### config.mk
export PLATFORM = sky130hd
export DESIGN_NAME = egop_cell
export DESIGN_NICKNAME = d
export VERILOG_FILES = /design/src/egop_pkg.sv /design/src/egop_cell.sv
export SDC_FILE = /design/constraint.sdc
export NUM_CORES = 1
export LEC_CHECK = 0
export BUFFER_PORTS_ARGS = -buffer_cell sky130_fd_sc_hd__buf_2
export CORE_MARGIN = 3
export CORE_UTILIZATION = 42
export CTS_CLUSTER_SIZE = 30
export DETAILED_ROUTE_END_ITERATION = 10
export PLACE_DENSITY = 0.75
export SLEW_MARGIN = 40
export SYNTH_ARGS = -nofsm -noshare
export SYNTH_HDL_FRONTEND = slang
export SYNTH_SLANG_ARGS = --single-unit
### constraint.sdc
create_clock -name i_clk -period 0.8 [get_ports i_clk]
set_clock_uncertainty 0.05 [all_clocks]
set_input_delay 0.04 -clock i_clk [delete_from_list [all_inputs] [get_ports i_clk]]
set_output_delay 0.04 -clock i_clk [all_outputs]
set_load 0.05 [all_outputs]
### src/egop_pkg.sv
// ----------------------------------------------------------------------------
// egop_pkg
// Shared types and constants of the 3x3 edge gradient operator.
// ----------------------------------------------------------------------------
package egop_pkg;

    localparam int PIX_BITS  = 8;
    localparam int ROW_BITS  = 12;
    localparam int OCOL_BITS = 10;
    localparam int TERM_BITS = 12;
    localparam int MODE_BITS = 2;
    localparam int WREG_BITS = 11;
    localparam int HREG_BITS = 13;
    localparam int CFG_BITS  = 13;
    localparam int IDX_BITS  = 2;

    localparam logic [WREG_BITS-1:0] WIDTH_RESET  = 11'd1024;
    localparam logic [HREG_BITS-1:0] HEIGHT_RESET = 13'd480;
    localparam logic [HREG_BITS-1:0] HEIGHT_MAX   = 13'd4096;
    localparam int                   MIN_DIM      = 3;

    localparam logic [IDX_BITS-1:0] CFG_MODE   = 2'd0;
    localparam logic [IDX_BITS-1:0] CFG_WIDTH  = 2'd1;
    localparam logic [IDX_BITS-1:0] CFG_HEIGHT = 2'd2;

    typedef enum logic [MODE_BITS-1:0] {
        MODE_DIFF    = 2'd0,
        MODE_ROBERTS = 2'd1,
        MODE_SOBEL   = 2'd2,
        MODE_LAPLACE = 2'd3
    } t_mode;

    typedef logic [PIX_BITS-1:0]         t_pix;
    typedef t_pix [2:0]                  t_column;
    typedef logic signed [TERM_BITS-1:0] t_term;

    typedef struct packed {
        logic [ROW_BITS-1:0]  row;
        logic [OCOL_BITS-1:0] col;
        logic                 border;
        logic                 last;
    } t_meta;

endpackage

### src/egop_cell.sv
// ----------------------------------------------------------------------------
// egop_cell
// One window column of three pixels that passes its column to the next cell.
// ----------------------------------------------------------------------------
module egop_cell (
    input  logic              i_clk,
    input  logic              i_rst_n,
    input  logic              i_shift,
    input  egop_pkg::t_column i_column,
    output egop_pkg::t_column o_column
);

    egop_pkg::t_column r_column;

    always_ff @(posedge i_clk) begin
        if (!i_rst_n) begin
            r_column <= '0;
        end else if (i_shift) begin
            r_column <= i_column;
        end
    end

    assign o_column = r_column;

endmodule

-- Yosys cells after proc, flatten, opt, wreduce, memory -nomap -nowiden
Cells that the tools add are included.
- flip-flop bits (word level): 24
- input port bits: 27
- logic and storage cells: 3

-- Depth between registers and ports, before layout
- depth in word-level cells: 0
- depth in mapped cells: 4
- mapped depth without buffers: 2

-- Least setup slack after synthesis
Ideal clock, no wire load.
- path type: reg2reg
- start: reg o_column[0] (netlist name)
- end: reg r_column, in the netlist o_column[0]
- data arrival time: 0.838 ns
- required time: 0.684 ns
- setup slack: -0.153 ns
- cell stages (with the launch flop): 3
- buffers on the path: 0
- clock period less this slack: 0.953 ns
- cells stage by stage: dfxtp_1 -> mux2i_1 -> nor2b_1
- RTL lines (item ; line ; text):
    to (signal assigned) ; egop_cell.sv:19 ; r_column <= i_column;
    to (decl) ; egop_cell.sv:13 ; egop_pkg::t_column r_column;

-- Worst setup path in the final report
- start: reg r_column, in the netlist o_column[20]
- end: out o_column[20] in the netlist's numbering
- RTL lines (item ; line ; text):
    to (decl) ; egop_cell.sv:10 ; output egop_pkg::t_column o_column
No word-level cell between the ends.

==> results.json <==
{
  "status": "complete, but fails checks",
  "failed_checks": "setup timing",
  "drive_gt1_share_pct": 53.8,
  "whs_ns": 0.0644,
  "syn_area_um2": 930,
  "power.total_mw": 2.86,
  "cp_cell_sequence": "buf_8",
  "syn_nets": 104,
  "ir_drop_mv": 1.25,
  "fin_crit_ns": 0.967,
  "cp_top_family": "flip-flops",
  "worstRegToRegCells": 3,
  "antenna_cells": 0,
  "syn2layout_area_growth_pct": 90.6,
  "dieWidth_um": 53.0,
  "cp-end-kind": "primary output",
  "grt_pass1_vias": 888,
  "drc": 0,
  "slowest_stage": "dfxtp_2",
  "synth_simple_gate_area_share_pct": 16.2,
  "cap_violations": 0,
  "synth_xor_area_share_pct": 0,
  "grt_overflow": 0,
  "syn_area_per_cell_um2": 12.1,
  "synth_area_leaders": "dfxtp_1 (52%), mux2i_1 (26%), nor2b_1 (16%)",
  "finalWorstSetupSlack_ns": -0.167,
  "utilization_pct": 87.6,
  "hpwl_um": 1450,
  "grt_start_max_net_pins": 25,
  "ys_seq_area_share_pct": 51.7,
  "cp.arrival_ns": 0.88,
  "antenna_found_initial": 0,
  "dr.pass1.iters": 4,
  "cp_max_fo": 2,
  "die_y_um": 53.0,
  "viasPerCell": 4.64,
  "io_buffers": 50,
  "synth_top_cell_by_area": "dfxtp_1",
  "clock.fmax_mhz": 1030,
  "wirelength_um": 3010,
  "cts_buffer_depth": 2,
  "cts_tree": "done",
  "finalNetCount": 184,
  "yosys_warnings": 0,
  "route.antenna.remaining_nets": 0,
  "grt_util_all_layers_pct": 20.1,
  "grt_setup_unrepaired": "yes",
  "cts_max_level": 1,
  "dieArea_um2": 2810,
  "drt_iter0_markers": 3,
  "fin_tns_setup_ns": -3.51,
  "avgRoutedWirePerCell_um": 16.5,
  "synth_compound_area_share_pct": 0,
  "syn_inst": 77,
  "cts_buffers": 3,
  "initial_core_util_pct": 46.0,
  "synth-adder-area-share_pct": 0,
  "setup_viol": 26,
  "cp.depth": 1,
  "synth_cell_types": 6,
  "synth_top_family_by_area": "multiplexers",
  "largest_reg_flops": 24,
  "clk_transition_reported_paths_ns": 0.14,
  "fin_area_um2": 1770,
  "critPathKind": "flip-flop to primary output",
  "slew_headroom_pct": 77.3,
  "place_area_um2": 1220,
  "holdPathStages": 2,
  "p_per_area_nw_per_um2": 1610,
  "hold_class": "input port to flip-flop",
  "period_share_pct": 121,
  "slowest_delay_ns": 0.39,
  "via_count": 849,
  "final_common_cell": "buf_2",
  "grt_pass1_wl_um": 3990,
  "startpoint_type": "flip-flop",
  "num_io_pins": 51,
  "p_leak_nw": 0.826,
  "crit_buf_inv": 1,
  "synth_top_area_share_pct": 51.7,
  "crit_required_ns": 0.71,
  "synth-seq-cells": 24,
  "gp_congestion": 0.643,
  "synth_mux_area_share_pct": 25.8,
  "rows": 16,
  "clock-sinks": 24,
  "final_cell_mix": "buf_2 (26), mux2i_1 (24), nor2b_1 (24), dlygate4sd3_1 (24), dfxtp_2 (24)",
  "coreArea_um2": 2020,
  "hold_violations": 0,
  "slew_viol_final": 0,
  "insertion_delay_ns": 0.32,
  "tightest_slew_ns": 0.340,
  "cts-root-buf": "clkbuf_4"
}
[final timing paths]
| path | end | startpoint | slack, ns |
|---|---|---|---|
| hold / removal | o_column[5]$_SDFFE_PN0P_ | i_rst_n | 0.06 |
| setup reg to reg | o_column[20]$_SDFFE_PN0P_ | o_column[20]$_SDFFE_PN0P_ | -0.13 |
| hold reg to reg | o_column[4]$_SDFFE_PN0P_ | o_column[4]$_SDFFE_PN0P_ | 0.50 |
| setup / recovery | o_column[20] | o_column[20]$_SDFFE_PN0P_ | -0.17 |
[area by class of cell]
class	count	area, µm²
Timing Repair Buffer	80	801
Sequential cell	24	510
Multi-Input combinational cell	48	390
Fill cell	101	250
Clock buffer	4	36.3
Tap cell	27	33.8
[timing repair]
action / 4_1_cts / 5_1_grt
hold endpoints to repair: 24 / 0
buffers inserted: 2 / 2
gates resized for setup: 58 / 14
hold buffers: 24 / 0
setup endpoints to repair: 24 / 26
[synthesized netlist by cell type]
library cell / instances
mux2i_1: 24
nor2b_1: 24
dfxtp_1: 24
buf_6: 1
clkbuf_1: 2
buf_12: 2
[where the power goes]
group          internal [mW]  total (mW)  switching, mW
Combinational          0.424       0.845          0.421
Clock                  0.279       0.663          0.384
Sequential              1.28        1.35         0.0678
[routing by layer]
metal  GRT usage (%)  wire length [µm]
met2            38.8              1720
met3            3.10               123
met1            21.3              1090
met5               0                 0
met4            7.66                72
[logic make-up (layout without fill, tap and decap cells)]
group	Yosys count	after routing
buffers and inverters	5	84
flip-flops	24	24
multiplexers	24	24
AND/OR/NAND/NOR	24	24
[stage by stage]
step | instances | setup WS (ns)
after global placement | 151 | 0.0304
final | 183 | -0.167
after global routing | 183 | -0.189
after CTS | 181 | -0.141
after floorplan | 77 | 0.0119
after detailed placement | 151 | -0.0189
(Power assumes the default switching activity.)
