File: config.mk
export PLATFORM = sky130hd
export DESIGN_NAME = egop_kernel
export DESIGN_NICKNAME = d
export VERILOG_FILES = /design/src/egop_pkg.sv /design/src/egop_kernel.sv
export SDC_FILE = /design/constraint.sdc
export NUM_CORES = 1
export LEC_CHECK = 0
export BUFFER_PORTS_ARGS = -buffer_cell sky130_fd_sc_hd__buf_4
export CORE_ASPECT_RATIO = 1.1
export CORE_MARGIN = 3
export CORE_UTILIZATION = 65
export DETAILED_ROUTE_END_ITERATION = 8
export PLACE_DENSITY = 0.95
export SYNTH_ARGS = -nofsm -noshare
export SYNTH_HDL_FRONTEND = slang
export SYNTH_SLANG_ARGS = --single-unit
export TNS_END_PERCENT = 5
File: constraint.sdc
create_clock -name vclk -period 12.9
set_input_delay 2.58 -clock vclk [all_inputs]
set_output_delay 2.58 -clock vclk [all_outputs]
set_load 0.05 [all_outputs]
File: src/egop_pkg.sv
// ----------------------------------------------------------------------------
// egop_pkg
// Shared types and constants of the 3x3 edge gradient operator.
// ----------------------------------------------------------------------------
package egop_pkg;

    localparam int PIX_BITS  = 8;
    localparam int ROW_BITS  = 12;
    localparam int OCOL_BITS = 10;
    localparam int TERM_BITS = 12;
    localparam int MODE_BITS = 2;
    localparam int WREG_BITS = 11;
    localparam int HREG_BITS = 13;
    localparam int CFG_BITS  = 13;
    localparam int IDX_BITS  = 2;

    localparam logic [WREG_BITS-1:0] WIDTH_RESET  = 11'd1024;
    localparam logic [HREG_BITS-1:0] HEIGHT_RESET = 13'd480;
    localparam logic [HREG_BITS-1:0] HEIGHT_MAX   = 13'd4096;
    localparam int                   MIN_DIM      = 3;

    localparam logic [IDX_BITS-1:0] CFG_MODE   = 2'd0;
    localparam logic [IDX_BITS-1:0] CFG_WIDTH  = 2'd1;
    localparam logic [IDX_BITS-1:0] CFG_HEIGHT = 2'd2;

    typedef enum logic [MODE_BITS-1:0] {
        MODE_DIFF    = 2'd0,
        MODE_ROBERTS = 2'd1,
        MODE_SOBEL   = 2'd2,
        MODE_LAPLACE = 2'd3
    } t_mode;

    typedef logic [PIX_BITS-1:0]         t_pix;
    typedef t_pix [2:0]                  t_column;
    typedef logic signed [TERM_BITS-1:0] t_term;

    typedef struct packed {
        logic [ROW_BITS-1:0]  row;
        logic [OCOL_BITS-1:0] col;
        logic                 border;
        logic                 last;
    } t_meta;

endpackage

File: src/egop_kernel.sv
// ----------------------------------------------------------------------------
// egop_kernel
// Signed gradient terms of the 3x3 window for the selected operator.
// ----------------------------------------------------------------------------
module egop_kernel (
    input  egop_pkg::t_column i_left,
    input  egop_pkg::t_column i_mid,
    input  egop_pkg::t_column i_right,
    input  egop_pkg::t_mode   i_mode,
    input  logic              i_border,
    output egop_pkg::t_term   o_term1,
    output egop_pkg::t_term   o_term2,
    output logic              o_laplace
);

    egop_pkg::t_term a, b, c, d, e, f, g, h, i;
    egop_pkg::t_term sx, sy, lap;

    assign a = egop_pkg::t_term'({4'd0, i_left[0]});
    assign b = egop_pkg::t_term'({4'd0, i_mid[0]});
    assign c = egop_pkg::t_term'({4'd0, i_right[0]});
    assign d = egop_pkg::t_term'({4'd0, i_left[1]});
    assign e = egop_pkg::t_term'({4'd0, i_mid[1]});
    assign f = egop_pkg::t_term'({4'd0, i_right[1]});
    assign g = egop_pkg::t_term'({4'd0, i_left[2]});
    assign h = egop_pkg::t_term'({4'd0, i_mid[2]});
    assign i = egop_pkg::t_term'({4'd0, i_right[2]});

    assign sx  = ((f - d) <<< 1) + (i - g) + (c - a);
    assign sy  = ((b - h) <<< 1) + (c - i) + (a - g);
    assign lap = b + h + d + f - (e <<< 2);

    always_comb begin
        o_term1   = '0;
        o_term2   = '0;
        o_laplace = 1'b0;
        case (i_mode)
            egop_pkg::MODE_DIFF: begin
                o_term1 = e - f;
                o_term2 = h - e;
            end
            egop_pkg::MODE_ROBERTS: begin
                o_term1 = e - i;
                o_term2 = h - f;
            end
            egop_pkg::MODE_SOBEL: begin
                if (!i_border) begin
                    o_term1 = sx;
                    o_term2 = sy;
                end
            end
            egop_pkg::MODE_LAPLACE: begin
                o_laplace = 1'b1;
                if (!i_border) begin
                    o_term1 = lap;
                end
            end
            default: begin
                o_term1 = '0;
            end
        endcase
    end

endmodule

* Yosys cells after proc, flatten, opt, wreduce, memory -nomap -nowiden
Index checks and enable logic that the tools add are counted.
Storage, ports and cells: flip-flop bits (word level) 0, input port bits 75, logic and storage cells 28
Operators by class: add/subtract/negate cells 18, eq/ne operators 3, mux-type cells 6, reductions and logical operators 1
Operator list (number):
- 8-bit by 8-bit subtractor with 9-bit output | 10
- 12-bit case mux with 4 select lines | 1
- 12-bit 2-to-1 mux | 3
- 12-bit case mux with 3 select lines | 1
- 11-bit by 9-bit adder with 12-bit output | 2
- 10-bit by 9-bit adder with 11-bit output | 2
- 11-bit by 10-bit subtractor with 12-bit output | 1
- 10-bit by 8-bit adder with 11-bit output | 1
- 9-bit by 8-bit adder with 10-bit output | 1
- 8-bit by 8-bit adder with 9-bit output | 1
- 2-bit == test (second input constant) | 2
- 2-bit by 1-bit == test with 1-bit output (second input constant) | 1
- 2-bit logical NOT | 1
- 1-bit 2-to-1 mux | 1

* Longest topological paths before layout
Gate-level depths: netlist of the first run.
depth in word-level cells 6, depth in mapped cells 19

* Worst setup path before layout of the first run
Ideal clock, no wire load.
path type input to output, start in i_left[0] (netlist name), end out o_term2[10], arrival 6.485 ns, required time 10.320 ns, slack 3.835 ns, cell stages on the path 18, path buffers 0, path through inv_1 > ha_1 > inv_1 > fa_1 > a21oi_1 > nor2_1 > nor2_1 > o21bai_1 > a21oi_1 > o21ai_0 > fa_1 > inv_1 > ha_1 > a21oi_1 > and2_1 > a22o_1 > xor2_1 > o21ai_0
On the way: longest elaborated chain between the ends 4
RTL lines:
- start, declared | RTL line egop_kernel.sv:6 | input egop_pkg::t_column i_left,
- 8-bit by 8-bit subtractor with 9-bit output | RTL line egop_kernel.sv:30 | assign sy = ((b - h) <<< 1) + (c - i) + (a - g);
- 11-bit by 9-bit adder with 12-bit output | RTL line egop_kernel.sv:30
- 12-bit 2-to-1 mux | RTL line egop_kernel.sv:47 | if (!i_border) begin
- 12-bit case mux with 3 select lines | RTL line egop_kernel.sv:37 | case (i_mode)
- end, declared | RTL line egop_kernel.sv:12 | output egop_pkg::t_term o_term2,
No other way between the ends.

* Worst setup path after layout of the first run
start in i_mid[9] (netlist name), end out o_term1[10]
On the way: longest elaborated chain between the ends 3
RTL lines:
- start, declared | RTL line egop_kernel.sv:7 | input egop_pkg::t_column i_mid,
- 11-bit by 10-bit subtractor with 12-bit output | RTL line egop_kernel.sv:31 | assign lap = b + h + d + f - (e <<< 2);
- 12-bit 2-to-1 mux | RTL line egop_kernel.sv:54 | if (!i_border) begin
- 12-bit case mux with 4 select lines (*) | RTL line egop_kernel.sv:37
- end, declared | RTL line egop_kernel.sv:11 | output egop_pkg::t_term o_term1,
Mark *: on every way between the ends. The rest lies on a longest branch, timed or not.

==> metrics.md, run 1 <==
| Metric | Value |
|---|---|
| Initial antenna violation count | `0` |
| Max VDD drop | `0.0598 mV` |
| Die span in y | `106 um` |
| Area delta synth->final | `14.2%` |
| Fraction of layout cells with a size suffix above 1 | `13.2%` |
| Min-Delay Startpoint | `i_border` |
| Vias | `5814` |
| Starting Density | `68.8%` |
| Wirelength, routed | `17100 um` |
| Yosys warning count | `0` |
| Wirelength per Cell | `about 18 um` |
| Hold slack | `5.66 ns` |
| # DRC | `0` |
| Status | `finished, final reports clean` |
| Tightest Pin Transition | `0.608 ns` |
| Period minus WS final | `around 9 ns` |
| Antenna Cells | `0` |
| Core area | `8630 sq um` |
| Vias in the first global route | `roughly 5900` |
| Clock buffer count | `0` |
| Placed insts | `972` |
| Mapped cell area | `~5900 sq um` |
| Largest net degree at the start of global routing | `29` |
| Final number of hold-violating endpoints | `0` |
| I/O Buffers | `100` |
| First-pass DRT Iterations | `5` |
| Sw power | `512 uW` |
| Total Routing Usage GR | `32.7%` |
| Clk pwr share | `0%` |
| Hold buffers post-CTS | `0` |
| Critical-path cell list | `buf_4 -> inv_1 -> fa_1 -> fa_1 -> inv_1 -> fa_1 -> inv_1 -> ha_1 -> and3_1 -> a2111oi_4 -> o21ai_0 -> a31oi_1 -> xor2_1 -> a221o_1 -> buf_4` |
| Cell count after synthesis | `around 770` |
| Crit-path max cell delay | `0.50 ns` |
| Setup Viol. Count Final | `0` |
| Die X | `97.1 um` |
| Total setup buffers inserted after CTS | `0` |
| Most frequent cells in the layout | `inv_1 (154), ha_1 (119), buf_4 (100)` |
| Cells resized by post-CTS repair | `0` |
| Critical Path End Type | `primary output` |
| Crit path arrival time | `6.50 ns` |
| Drt initial violations | `338` |
| RSZ-0062 raised after global routing | `false` |
| Max Fclk | `0.110 GHz` |
| Sum Neg Setup Slack | `0 ns` |
| Sequential share of the synthesized area | `0%` |
| Vias per inst | `between 5 and 6` |
| Syn Nets | `roughly 1000` |
| Synth cell types | `56` |
| Final Cycle Share | `a little over two thirds` |
| Final nets | `~1100` |
| WP buf/inv | `5` |
| Seq Cell Count | `0` |
| Post-Layout Cell Count | `roughly 970` |
| Total grt overflow | `0` |
| Storage element area | `0 sq um` |
| Critical path's top delay family | `adder cells` |
| Final Max Tran Viols | `0` |
| Net Sw Frac | `58.9%` |
| Power density over the cells | `128 nW/um^2` |
| Combinational share of power | `100.0%` |
| Sequential Power Share | `0%` |
| Most common cell after layout, fill and taps aside | `inv_1` |
| First-pass GRT wire length | `27800 um` |
| Number of cell rows | `35` |
| Placer congestion estimate | `0.967` |
| Antenna viol nets, final | `0` |
| Core Util, Final | `78.6%` |
| Critical path origin | `i_mid[9]` |
| Post-DP HPWL | `between 15000 and 20000 um` |
| Internal power | `~360 uW` |
| Maxcap violations | `0` |
| Highest net fanout along the worst path | `4` |
| Synthesized area per cell | `7.72 sq um` |
| Slew HR | `59.0%` |
| WP data required | `10.32 ns` |
| Num ports | `100` |
| Worst min path class | `input pin to primary output` |
| Leak Pwr | `roughly 0.0036 uW` |
| Worst Setup Path Type | `input pin to primary output` |
| CP max-delay cell | `fa_1` |
| Startpoint types | `input pin` |
| Total Die Area | `10300 sq um` |
[power by group through the flow]
| stage | Clock, uW | Combinational [uW] | Sequential [uW] |
|---|---|---|---|
| final | 0 | 868 | 0 |
| after floorplan | 0 | 639 | 0 |
| after CTS | 0 | 854 | 0 |
| after global placement | 0 | 815 | 0 |
| after detailed placement | 0 | 849 | 0 |
| after global routing | 0 | 956 | 0 |
[per-stage QoR]
step / cell area (sq um) / power [uW] / worst slack, ns
after floorplan: 5930 / 639 / 3.84
after global placement: 6780 / 815 / 3.88
after detailed placement: 6780 / 849 / 3.84
after CTS: 6780 / 854 / 3.83
after global routing: 6780 / 956 / 3.58
final: 6780 / 868 / 3.82
[tightest hold or removal path: stages]
cell and delay (ns):
buf_4 0.12, o21ai_0 0.08, o21ai_0 0.07, a21oi_1 0.05, buf_4 0.18
[metal layers]
layer / GRT usage [%] / routed length [um] / vias up / share of wire (%)
li1: - / - / 2809 / -
met1: 41.2 / 7180 / 2752 / 42
met2: 61.1 / 8590 / 215 / 50
met3: 1.05 / 754 / 38 / 4.4
met4: 9.03 / 546 / 0 / 3.2
met5: 0 / 0 / - / 0
[cell families (layout without fill, tap and decap cells)]
group	count (synthesis)	after routing	share of synthesized area, %
compound gates	213	213	23.2
fa+ha+maj	171	171	42.6
buf+inv	162	254	10.5
simple gates	151	151	12.8
xor+xnor	65	65	9.59
mux	7	7	1.22
[layout make-up]
| type | instances | area [sq um] |
|---|---|---|
| inverters | 154 | 578 |
| multi-input cells | 607 | 5310 |
| repair buffers | 100 | 751 |
| well taps | 111 | 139 |
| fillers | 619 | 1850 |
[path summary, 6_finish.rpt]
kind | depth (start not counted) | to | slack [ns]
max | 15 | o_term1[10] | 3.82
min | 5 | o_term1[2] | 5.66
[cell usage after synthesis, drive strengths merged (2+ instances only)]
cell | number | area [sq um]
o22ai | 5 | 31.3
or3 | 8 | 50.1
buf | 4 | 31.3
xor2 | 18 | 158
a31oi | 2 | 12.5
o31ai | 4 | 30.0
o31a | 2 | 17.5
mux2 | 2 | 22.5
nor3 | 17 | 85.1
ha | 119 | 1490
nor2b | 16 | 100
a21o | 13 | 98.9
and3 | 8 | 50.1
nand3b | 3 | 22.5
o21a | 11 | 83.8
a221o | 3 | 30.0
nand2b | 19 | 119
a21oi | 46 | 230
mux2i | 5 | 50.1
clkbuf | 4 | 15.0
a211o | 2 | 17.5
inv | 154 | 578
xnor2 | 47 | 412
a32oi | 2 | 17.5
o21bai | 6 | 48.8
o21ai | 69 | 345
a211oi | 16 | 125
o2111ai | 2 | 17.5
nand3 | 7 | 35.0
a31o | 4 | 35.0
o41ai | 2 | 17.5
fa | 52 | 1040
nand2 | 25 | 93.8
and2 | 4 | 25.0
a21boi | 11 | 82.6
or2 | 2 | 12.5
o32ai | 2 | 17.5
nor2 | 40 | 150
o211ai | 3 | 22.5
(Power assumes the default switching activity.)
==> run 2, diff against run 1 <==
--- a/config.mk
+++ b/config.mk
@@ -8,7 +8,7 @@
 export BUFFER_PORTS_ARGS = -buffer_cell sky130_fd_sc_hd__buf_4
 export CORE_ASPECT_RATIO = 1.1
 export CORE_MARGIN = 3
-export CORE_UTILIZATION = 65
+export CORE_UTILIZATION = 61
 export DETAILED_ROUTE_END_ITERATION = 8
 export PLACE_DENSITY = 0.95
 export SYNTH_ARGS = -nofsm -noshare
==> constraint.sdc (replaced) <==
create_clock -name vclk -period 8.9
set_input_delay 1.78 -clock vclk [all_inputs]
set_output_delay 1.78 -clock vclk [all_outputs]
set_load 0.05 [all_outputs]
==> run 2 against run 1 <==
Net effect: power up 44%; first-iteration DRC count is 13% higher; routed wire length decreased by 6.8%; worst hold slack lost 1.6 ns; global-route usage down 3.5 points; die area is 6.2% higher; worst setup slack got worse by 2.3 ns; sequential cell count did not move; cell count is 0.62% higher; combinational power is 44% higher; via count shrank 0.52%; largest cell class unchanged; largest power group unchanged.
==> metrics.md, run 2 (synthesized netlist as in run 1, its figures left out) <==
| Metric | Value |
|---|---|
| Status | `finished, final reports clean (unchanged)` |
| Met3 usage | `3.68% (was 1.05%)` |
| Worst min path class | `input pin to primary output (unchanged)` |
| Gr busiest metal | `met2 (unchanged)` |
| Seq Cell Count | `0 (unchanged)` |
| # DRC | `0 (unchanged)` |
| Fraction of layout cells with a size suffix above 1 | `13.2% (unchanged)` |
| Maxcap violations | `0 (unchanged)` |
| Most common cell after layout, fill and taps aside | `inv_1 (unchanged)` |
| Drt initial violations | `383 (was 338)` |
| Max VDD drop | `0.0841 mV (was 0.0598 mV)` |
| Wirelength per Cell | `16.3 um (was 17.6 um)` |
| Post-route cell area | `6790 sq um (was 6780 sq um)` |
| Clock buffer count | `0 (unchanged)` |
| First-pass GRT wire length | `26000 um (was 27800 um)` |
| Crit path arrival time | `5.64 ns (was 6.50 ns)` |
| Met2 usage | `53.0% (was 61.1%)` |
| Sum Neg Setup Slack | `0 ns (unchanged)` |
| Hold buffers post-CTS | `0 (unchanged)` |
| I/O Buffers | `100 (unchanged)` |
| Leak Pwr | `0.00358 uW (unchanged)` |
| Startpoint types | `input pin (unchanged)` |
| Vias per inst | `5.91 (was 5.98)` |
| Core area | `9400 sq um (was 8630 sq um)` |
| Area delta synth->final | `14.3% (was 14.2%)` |
| Total Die Area | `10900 sq um (was 10300 sq um)` |
| Met1 global-route usage | `35.6% (was 41.2%)` |
| Largest net degree at the start of global routing | `29 (unchanged)` |
| Post-Layout Cell Count | `978 (was 972)` |
| Placer congestion estimate | `0.974 (was 0.967)` |
| WP data required | `7.12 ns (was 10.32 ns)` |
| Vias in the first global route | `5895 (was 5931)` |
| Vias | `5784 (was 5814)` |
| PnR Total Power | `1250 uW (was 868 uW)` |
| Area post-placement | `6790 sq um (was 6780 sq um)` |
| Number of cell rows | `37 (was 35)` |
| Tightest Pin Transition | `0.708 ns (was 0.608 ns)` |
| Post-DP HPWL | `14200 um (was 15300 um)` |
| Total Routing Usage GR | `29.2% (was 32.7%)` |
| Slew HR | `52.4% (was 59.0%)` |
| Storage element area | `0 sq um (unchanged)` |
| Final number of hold-violating endpoints | `0 (unchanged)` |
| Antenna Cells | `0 (unchanged)` |
| Max Fclk | `0.135 GHz` |
| Worst Setup Path Type | `input pin to primary output (unchanged)` |
| Final Max Tran Viols | `0 (unchanged)` |
| Die span in y | `109 um (was 106 um)` |
| Final Cycle Share | `83.4%` |
| Final nets | `1109 (unchanged)` |
| Die X | `100 um (was 97.1 um)` |
| Power density over the cells | `184 nW/um^2 (was 128 nW/um^2)` |
| Highest net fanout along the worst path | `5 (was 4)` |
| RSZ-0062 raised after global routing | `false (unchanged)` |
| Setup Viol. Count Final | `0 (unchanged)` |
| Total grt overflow | `0 (unchanged)` |
| Num ports | `100 (unchanged)` |
| Period minus WS final | `7.42 ns` |
| Critical Path End Type | `primary output (unchanged)` |
| First-pass DRT Iterations | `8 (was 5)` |
| Starting Density | `63.1% (was 68.8%)` |
| Most frequent cells in the layout | `inv_1 (154), ha_1 (119), buf_4 (100) (unchanged)` |
| Antenna viol nets, final | `0 (unchanged)` |
| Initial antenna violation count | `0 (unchanged)` |
| Placed insts | `978 (was 972)` |
| Wirelength, routed | `15900 um (was 17100 um)` |
| Cells resized by post-CTS repair | `0 (unchanged)` |
| Total setup buffers inserted after CTS | `0 (unchanged)` |
## run 2: worst paths after layout
check	cells past startpoint	start	slack, ns	end
max	19	i_left[17]	1.48	o_term1[9]
min	5	i_border	4.09	o_term1[6]
## run 2: report_power, final
| part | internal (uW) | switching, uW |
|---|---|---|
| combinational | 516 | 731 |
| clock | 0 | 0 |
| sequential | 0 | 0 |
## run 2: layout make-up
class / count / area [sq um]
repair buffers: 100 / 751
inverters: 154 / 578
fillers: 707 / 2610
multi-input cells: 607 / 5310
well taps: 117 / 146
## run 2: layer usage
layer  share of wire [%]  wire [um]  up-vias
met5                   0          0        -
met4                 4.0        644        0
met3                 8.0       1280       63
met2                  49       7770      246
met1                  39       6230     2669
li1                    -          -     2806
## run 2: worst max-delay path, stage by stage
cell	delay (ns)
buf_4	0.12
inv_1	0.11
ha_1	0.25
nor2b_1	0.13
o21ai_0	0.25
a21boi_0	0.16
o21ai_0	0.29
nand2b_1	0.11
xnor2_1	0.16
fa_1	0.52
inv_1	0.04
ha_1	0.37
o21ai_0	0.16
o21ai_0	0.21
o211ai_1	0.15
o2bb2ai_1	0.20
xnor2_1	0.14
a221o_1	0.30
buf_4	0.19
## run 2: metrics by stage
| step | util [%] | hold WS (ns) | setup WS (ns) |
|---|---|---|---|
| after global routing | 72.2 | 4.09 | 1.18 |
| after detailed placement | 72.2 | 4.08 | 1.51 |
| final | 72.2 | 4.09 | 1.48 |
| after CTS | 72.2 | 4.09 | 1.50 |
| after global placement | 72.2 | 4.07 | 1.54 |
| after floorplan | - | 3.87 | 1.44 |
